File: config.mk
export PLATFORM = sky130hd
export DESIGN_NAME = bnt_hash
export DESIGN_NICKNAME = d
export VERILOG_FILES = /design/src/design/bnt_pkg.sv /design/src/design/bnt_hash.sv
export SDC_FILE = /design/constraint.sdc
export NUM_CORES = 1
export LEC_CHECK = 0
export ABC_AREA = 1
export BUFFER_PORTS_ARGS = -buffer_cell sky130_fd_sc_hd__buf_2
export CAP_MARGIN = 30
export CORE_ASPECT_RATIO = 2
export CORE_MARGIN = 2
export CORE_UTILIZATION = 60
export CTS_CLUSTER_DIAMETER = 80
export DETAILED_ROUTE_END_ITERATION = 7
export HOLD_SLACK_MARGIN = 0.12
export PLACE_DENSITY = 0.86
export RECOVER_POWER = 100
export SYNTH_ARGS = -nofsm -noshare
export SYNTH_HDL_FRONTEND = slang
export SYNTH_SLANG_ARGS = --single-unit
File: constraint.sdc
create_clock -name clk -period 13.57 [get_ports clk]
set_input_delay 0 -clock clk [delete_from_list [all_inputs] [get_ports clk]]
set_output_delay 0 -clock clk [all_outputs]
set_load 0.1 [all_outputs]
File: src/design/bnt_pkg.sv
// Shared types and constants for the decision-diagram unique node table.
// Holds field widths, the FNV-1a constants and the result status codes.
// Depends on nothing else.
package bnt_pkg;

  localparam int VAR_W  = 8;
  localparam int IDX_W  = 10;
  localparam int HASH_W = 32;

  localparam logic [HASH_W-1:0] FNV_BASIS = 32'h811c_9dc5;
  localparam logic [HASH_W-1:0] FNV_PRIME = 32'h0100_0193;

  typedef enum logic [1:0] {
    ST_FOUND   = 2'd0,
    ST_NEW     = 2'd1,
    ST_REDUCED = 2'd2,
    ST_FULL    = 2'd3
  } bnt_status_t;

  typedef struct packed {
    logic busy;
    logic done;
  } bnt_hash_stat_t;

endpackage

File: src/design/bnt_hash.sv
// Iterative FNV-1a hash over three zero-extended words with one shared multiplier.
// One multiply per cycle for each of the three words, then a one-cycle done pulse.
// Depends on bnt_pkg.
module bnt_hash import bnt_pkg::*; (
  input  logic                clk,
  input  logic                rst_n,
  input  logic                start,
  input  logic [VAR_W-1:0]    var_in,
  input  logic [IDX_W-1:0]    high_in,
  input  logic [IDX_W-1:0]    low_in,
  output bnt_hash_stat_t      stat,
  output logic [HASH_W-1:0]   hash
);

  logic [HASH_W-1:0] x_r;
  logic [1:0]        cnt_r;
  logic              busy_r;
  logic              done_r;
  logic [HASH_W-1:0] prod;

  assign prod = x_r * FNV_PRIME;

  always_ff @(posedge clk) begin
    if (!rst_n) begin
      busy_r <= 1'b0;
      done_r <= 1'b0;
      cnt_r  <= 2'd0;
    end else begin
      if (start) begin
        busy_r <= 1'b1;
        done_r <= 1'b0;
        cnt_r  <= 2'd0;
      end else if (busy_r) begin
        case (cnt_r)
          2'd0: begin
            cnt_r <= 2'd1;
          end
          2'd1: begin
            cnt_r <= 2'd2;
          end
          default: begin
            busy_r <= 1'b0;
            done_r <= 1'b1;
            cnt_r  <= 2'd0;
          end
        endcase
      end else begin
        done_r <= 1'b0;
      end
    end
  end

  always_ff @(posedge clk) begin
    if (start) begin
      x_r <= FNV_BASIS ^ HASH_W'(var_in);
    end else if (busy_r) begin
      case (cnt_r)
        2'd0:    x_r <= prod ^ HASH_W'(high_in);
        2'd1:    x_r <= prod ^ HASH_W'(low_in);
        default: x_r <= prod;
      endcase
    end
  end

  assign stat.busy = busy_r;
  assign stat.done = done_r;
  assign hash      = x_r;

endmodule

==> results of run 1 <==
[cells by family (layout without fill, tap and decap cells)]
| logic type | Yosys count | in the layout | share of synthesized area |
|---|---|---|---|
| flops | 36 | 36 | 0.118 |
| compound gates | 88 | 88 | 0.0609 |
| buf+inv | 230 | 302 | 0.116 |
| fa+ha+maj | 260 | 260 | 0.500 |
| simple gates | 339 | 339 | 0.189 |
| xor+xnor | 14 | 14 | 0.0161 |
[sequential cells by signal, indices dropped and copies added, names as in the netlist]
signal / flops
hash: 32
cnt_r: 2
busy_r: 1
done_r: 1
[metal layers]
metal,GRT usage,vias to the layer above
met5,0,-
met3,0.0318,109
met2,0.609,240
met4,0.246,0
li1,-,3200
met1,0.298,3104
[per-stage QoR]
step / area, um^2 / std cells / utilization / hold WS [ps]
2_1_floorplan: 7620 / 967 / - / 132
3_3_place_gp: 8080 / 1172 / 0.647 / 259
3_5_place_dp: 8080 / 1172 / 0.647 / 258
4_1_cts: 8340 / 1189 / 0.668 / 162
5_1_grt: 8270 / 1189 / 0.663 / 211
6_report: 8270 / 1189 / 0.663 / 179
[synth_stat cells (all sizes together), types with 3 or more instances]
cell type / count
inv: 219
nand2: 195
ha: 186
fa: 74
nor2: 73
nand3: 45
o21ai: 42
a21oi: 35
dfxtp: 18
edfxtp: 18
nand4: 8
xor2: 8
buf: 6
nor3: 6
xnor2: 6
clkbuf: 5
nand3b: 4
o21a: 4
o22ai: 3
or2: 3
[worst paths after layout]
path	startpoint	to	slack, ps	depth (start not counted)
hold reg to reg	hash[28]	hash[28]	510	2
setup / recovery	hash[3]	hash[19]	8440	20
setup reg to reg	hash[3]	hash[19]	8440	20
hold / removal	start	cnt_r[0]	180	4
[layout make-up]
cell class / instances / area [um^2]
sequential: 36 / 901
clock buffer: 6 / 129
tap: 150 / 188
inverter: 219 / 822
multi-input combinational: 701 / 5820
fill: 1103 / 4210
clock inverter: 2 / 35.0
timing repair buffer: 75 / 379
[worst register-to-register path, delay by kind of cell (launching register included)]
kind,cells,cell delay (ps)
buffers and inverters,4,190
AO/OA/AOI/OAI,1,190
AND/OR/NAND/NOR,7,900
flip-flops,1,600
adder cells (fa/ha/maj),8,2980
[repair_timing]
action / 4_1_cts / 5_1_grt
buffers inserted: 0 / 0
endpoints found under the hold margin: 12 / 0
hold buffers: 9 / 0
endpoints found under the setup margin: 0 / 0
==> flow_summary_export.csv, run 1 <==
group,metric,value,unit
die,start_util,0.610,
yosys,synthCells,967,
yosys,synthFlopType,"edfxtp_1",
timing,tightest_slew,1200,ps
timing,setup_viol,0,
clocking,h-tree-depth,2,
global_route,grt_pass1_wl,33700,um
yosys,synth_area,0.00762,mm^2
final_layout,syn_to_final_growth,8.61,%
setup_path,path_class,"reg -> reg",
die,core-area,0.0125,mm^2
global_route,grt_max_degree,18,
timing,fin_ws,8440,ps
route,dr.first_iter.drc_count,319,
clocking,clock_sinks,36,
yosys,synth.avg_cell_area,7.88,um^2
yosys,synth-async-reset-ratio,0,
setup_path,path_cells,"ha_1 > ha_1 > fa_1 > ha_1 > fa_1 > ha_1 > inv_1 > fa_1 > inv_1 > ha_1 > nand2_1 > inv_1 > nand2_1 > inv_1 > nand2_1 > nand3_1 > nand2_2 > nand2_1 > o21ai_0 > nand2_1",
yosys,synth_top_area_share,0.305,
yosys,synth_seq_cells,36,
placement,port_buffers,64,
route,vias,6653,
route,drtAntennaViolNets,0,
clocking,worstSkewPairLatency,290,ps
hold_path,hp-class,"in -> reg",
die,pin_count,65,
clocking,ctsResizeCount,0,
setup_path,cp_max_fo,6,
timing,rsz0062_at_grt,"no",
global_route,grt-ovfl-total,0,
route,drcViolationCount,1,
yosys,ys_seq_area_frac,0.118,
placement,dpl.hpwl,17400,um
global_route,grt_antenna_before_repair,0,
setup_path,worst_path_max_delay_cell,"edfxtp_1",
outcome,outcome,"finished with violations",
yosys,yosysWarningCount,0,
setup_path,crit_path_start_kind,"flop",
placement,place_congestion,1.00,
route,top_layer,"met4",
yosys,ys_types,36,
setup_path,crit_buf_inv,4,
yosys,yosysTopAreaCell,"ha_1",
route,viasPerCell,5.60,
placement,post-place-ws,8520,ps
route,wl_met3,730,um
route,wl_per_cell,17.2,um
clocking,clkTransAtPathRegs,60,ps
setup_path,cp.required,13590,ps
global_route,gr-usage-all-layers,0.317,
timing,finClkSkew,7.33,ps
clocking,cts_tree,"built",
run,maxCapViolCount,0,
die,die_area,0.0137,mm^2
global_route,grt_pass1_vias,7165,
setup_path,cp-end-kind,"flop",
yosys,synthTopCellsByArea,"ha_1 (31%), fa_1 (19%), inv_1 (11%)",
die,die_y,163,um
setup_path,critPathTopFamily,"adder cells",
setup_path,worstPathArrival,5150,ps
final_layout,final_common_cell,"inv_1",
route,wl_met2,11300,um
timing,hold_viol,0,
final_layout,most-common-layout-cells,"inv_1 (216), nand2_1 (192), ha_1 (186), fa_1 (74), nor2_1 (69)",
timing,finalSetupTns,0,ps
outcome,violations,"design-rule violations",
timing,period_minus_slack,5130,ps
timing,fin_crit_sh,0.378,
setup_path,slowest_delay,600,ps
route,wirelength,20500,um
die,std_cell_rows,58,
yosys,synth_edf_count,18,
yosys,synth_fp_nets,1258,
route,first_pass_iters,8,
final_layout,antenna_cells,0,
clocking,cts_buffers,5,
final_layout,final_nets,1329,
timing,max_slew_margin,0.200,
clocking,root_buffer,"clkbuf_16",
die,dieWidth,83.7,um
final_layout,drive_above_1_share,0.0491,
clocking,clock_path_buffers,2,
timing,final-max-slew-violation-count,0,
route,wl_met1,6600,um
timing,fmax,195,MHz
Power of run 1 is not shown: default switching activity piles up to over one toggle a cycle in this logic, so the estimate is an artifact.
==> inputs of run 2 (changes only) <==
--- a/config.mk
+++ b/config.mk
@@ -5,7 +5,7 @@
 export SDC_FILE = /design/constraint.sdc
 export NUM_CORES = 1
 export LEC_CHECK = 0
-export ABC_AREA = 1
+export ABC_AREA = 0
 export BUFFER_PORTS_ARGS = -buffer_cell sky130_fd_sc_hd__buf_2
 export CAP_MARGIN = 30
 export CORE_ASPECT_RATIO = 2
==> constraint.sdc (replaced) <==
create_clock -name clk -period 5.3 [get_ports clk]
set_input_delay 0 -clock clk [delete_from_list [all_inputs] [get_ports clk]]
set_output_delay 0 -clock clk [all_outputs]
set_load 0.1 [all_outputs]
==> flow_summary_export.csv, run 2 <==
group,metric,value,unit
yosys,synth_top_area_share,0.326,
placement,dpl.hpwl,16000,um
placement,place_congestion,0.927,
clocking,clkTransAtPathRegs,60,ps
yosys,synth_most_common_cell,"ha_1",
final_layout,register_area,912,um^2
die,start_util,0.611,
placement,port_buffers,64,
setup_path,worstPathArrival,5310,ps
clocking,cts_buffers,5,
yosys,synth_area,0.00715,mm^2
setup_path,slowest_delay,530,ps
final_layout,most-common-layout-cells,"inv_1 (152), ha_1 (146), fa_1 (73), nor2_1 (40), buf_4 (40)",
timing,final-max-slew-violation-count,0,
final_layout,multiInputGateArea,0.00600,mm^2
setup_path,crit_buf_inv,3,
setup_path,path_class,"reg -> reg",
timing,fmax,190,MHz
timing,max_slew_margin,0.167,
route,drtAntennaViolNets,0,
timing,setup_viol,0,
route,wirelength,20100,um
setup_path,critPathTopFamily,"adder cells",
timing,finalSetupTns,0,ps
clocking,root_buffer,"clkbuf_16",
outcome,outcome,"finished, final reports clean",
hold_path,hp-class,"in -> reg",
yosys,ys_seq_area_frac,0.126,
timing,finClkSkew,8.02,ps
timing,tightest_slew,1260,ps
route,dr.first_iter.drc_count,343,
setup_path,cp.required,5340,ps
timing,period_minus_slack,5260,ps
route,wl_per_cell,20.4,um
final_layout,drive_above_1_share,0.177,
route,viasPerCell,5.90,
setup_path,cp-end-kind,"flop",
clocking,worstSkewPairLatency,290,ps
timing,hold_viol,0,
yosys,yosysWarningCount,0,
yosys,synth.cells.most_frequent,"ha_1 (186), inv_1 (157), fa_1 (74)",
yosys,synthCells,734,
final_layout,antenna_cells,0,
yosys,synth-async-reset-ratio,0,
route,first_pass_iters,5,
final_layout,final_nets,1133,
global_route,grt_pass1_wl,30300,um
global_route,grt-ovfl-total,0,
global_route,grt_pass1_vias,6220,
die,dieWidth,81.2,um
setup_path,worst_path_max_delay_cell,"edfxtp_1",
global_route,grt_antenna_before_repair,0,
yosys,ys_types,54,
yosys,synthTopCellsByArea,"ha_1 (33%), fa_1 (21%), inv_1 (8.2%)",
die,pin_count,65,
yosys,synth_fp_nets,1025,
yosys,synth.avg_cell_area,9.74,um^2
run,maxCapViolCount,0,
final_layout,syn_to_final_growth,18.9,%
die,die_area,0.0129,mm^2
final_layout,final_common_cell,"inv_1",
timing,whs,127,ps
die,die_y,158,um
global_route,grt_max_degree,21,
die,std_cell_rows,56,
timing,fin_crit_sh,0.993,
route,vias,5830,
yosys,yosysTopAreaCell,"ha_1",
yosys,synth_seq_cells,36,
die,core-area,0.0117,mm^2
yosys,synthFlopType,"edfxtp_1",
setup_path,cp_max_fo,7,
final_layout,fillerInstances,803,
route,drcViolationCount,0,
clocking,clock_sinks,36,
final_layout,largest_register_ffs,32,
clocking,clock_path_buffers,2,
global_route,gr-usage-all-layers,0.316,
clocking,h-tree-depth,2,
setup_path,path_cells,"buf_4 > ha_4 > ha_4 > fa_1 > ha_2 > fa_1 > ha_1 > inv_1 > fa_1 > inv_2 > ha_4 > a21o_1 > a21o_1 > a21o_2 > a32oi_2 > o211ai_2 > a221oi_2 > xnor2_1 > a21o_1",
clocking,cts_tree,"built",
yosys,synth_edf_count,18,
setup_path,crit_path_start_kind,"flop",
[run 2: cell types whose count changed after synthesis, sizes merged, moves of 5 or more]
cell,change
nand2,-170
inv,-62
nand3,-37
nor2,-32
xnor2,+30
mux2i,+15
o21ai,-15
a21o,+14
a21oi,-12
nand4,-7
a211oi,+5
o21a,+5
o31ai,+5
[run 2: final timing paths]
path	from	to	slack, ps	cells past startpoint
hold reg to reg	hash[17]	hash[17]	520	2
setup / recovery	hash[7]	hash[31]	40	19
hold / removal	var_in[4]	hash[4]	130	3
setup reg to reg	hash[7]	hash[31]	40	19
[run 2: kinds of logic (layout without fill, tap and decap cells)]
kind of cell             count (synthesis)  after routing  share of synthesized area
XOR/XNOR                                46             46                     0.0564
AND/OR/NAND/NOR                         94             94                     0.0574
flip-flops                              36             36                      0.126
adder cells (fa/ha/maj)                260            260                      0.533
buffers and inverters                  171            280                     0.0971
multiplexers                            15             15                     0.0210
AO/OA/AOI/OAI                          112            112                      0.109
[run 2: routing by layer]
layer	part of all wire	GRT usage	vias up
met5	0	0	-
met4	0.10	0.258	0
li1	-	-	2661
met2	0.54	0.577	260
met1	0.32	0.307	2787
met3	0.043	0.0363	122
[run 2: per-stage QoR]
stage	std cells	cell area, um^2	utilization	setup WS [ps]
6_report	988	8500	0.726	35.0
5_1_grt	988	8500	0.726	-83.7
4_1_cts	968	8180	0.699	21.5
3_5_place_dp	951	7940	0.679	12.4
3_3_place_gp	951	7940	0.679	62.6
2_1_floorplan	734	7380	-	-106
[run 2: area by class of cell]
cell class                 instances  share of cell area
multi-input combinational        527               0.706
inverter                         157              0.0693
clock inverter                     3             0.00221
clock buffer                       5              0.0147
timing repair buffer             115              0.0786
tap                              145              0.0213
sequential                        36               0.107
[run 2: what timing repair did]
item | 4_1_cts | 5_1_grt
hold buffers | 8 | 0
endpoints found under the setup margin | 1 | 6
buffers inserted | 1 | 20
endpoints found under the hold margin | 12 | 0
pin swaps | 0 | 31
gates resized for setup | 0 | 33
[run 2: worst register-to-register path, cell delays in order (launching register included)]
cell	delay, ps
edfxtp_1	530
buf_4	210
ha_4	260
ha_4	190
fa_1	410
ha_2	210
fa_1	460
ha_1	300
inv_1	60
fa_1	490
inv_2	50
ha_4	260
a21o_1	170
a21o_1	170
a21o_2	220
a32oi_2	220
o211ai_2	180
a221oi_2	360
xnor2_1	120
a21o_1	160
Power of run 2 is left out for the same reason.
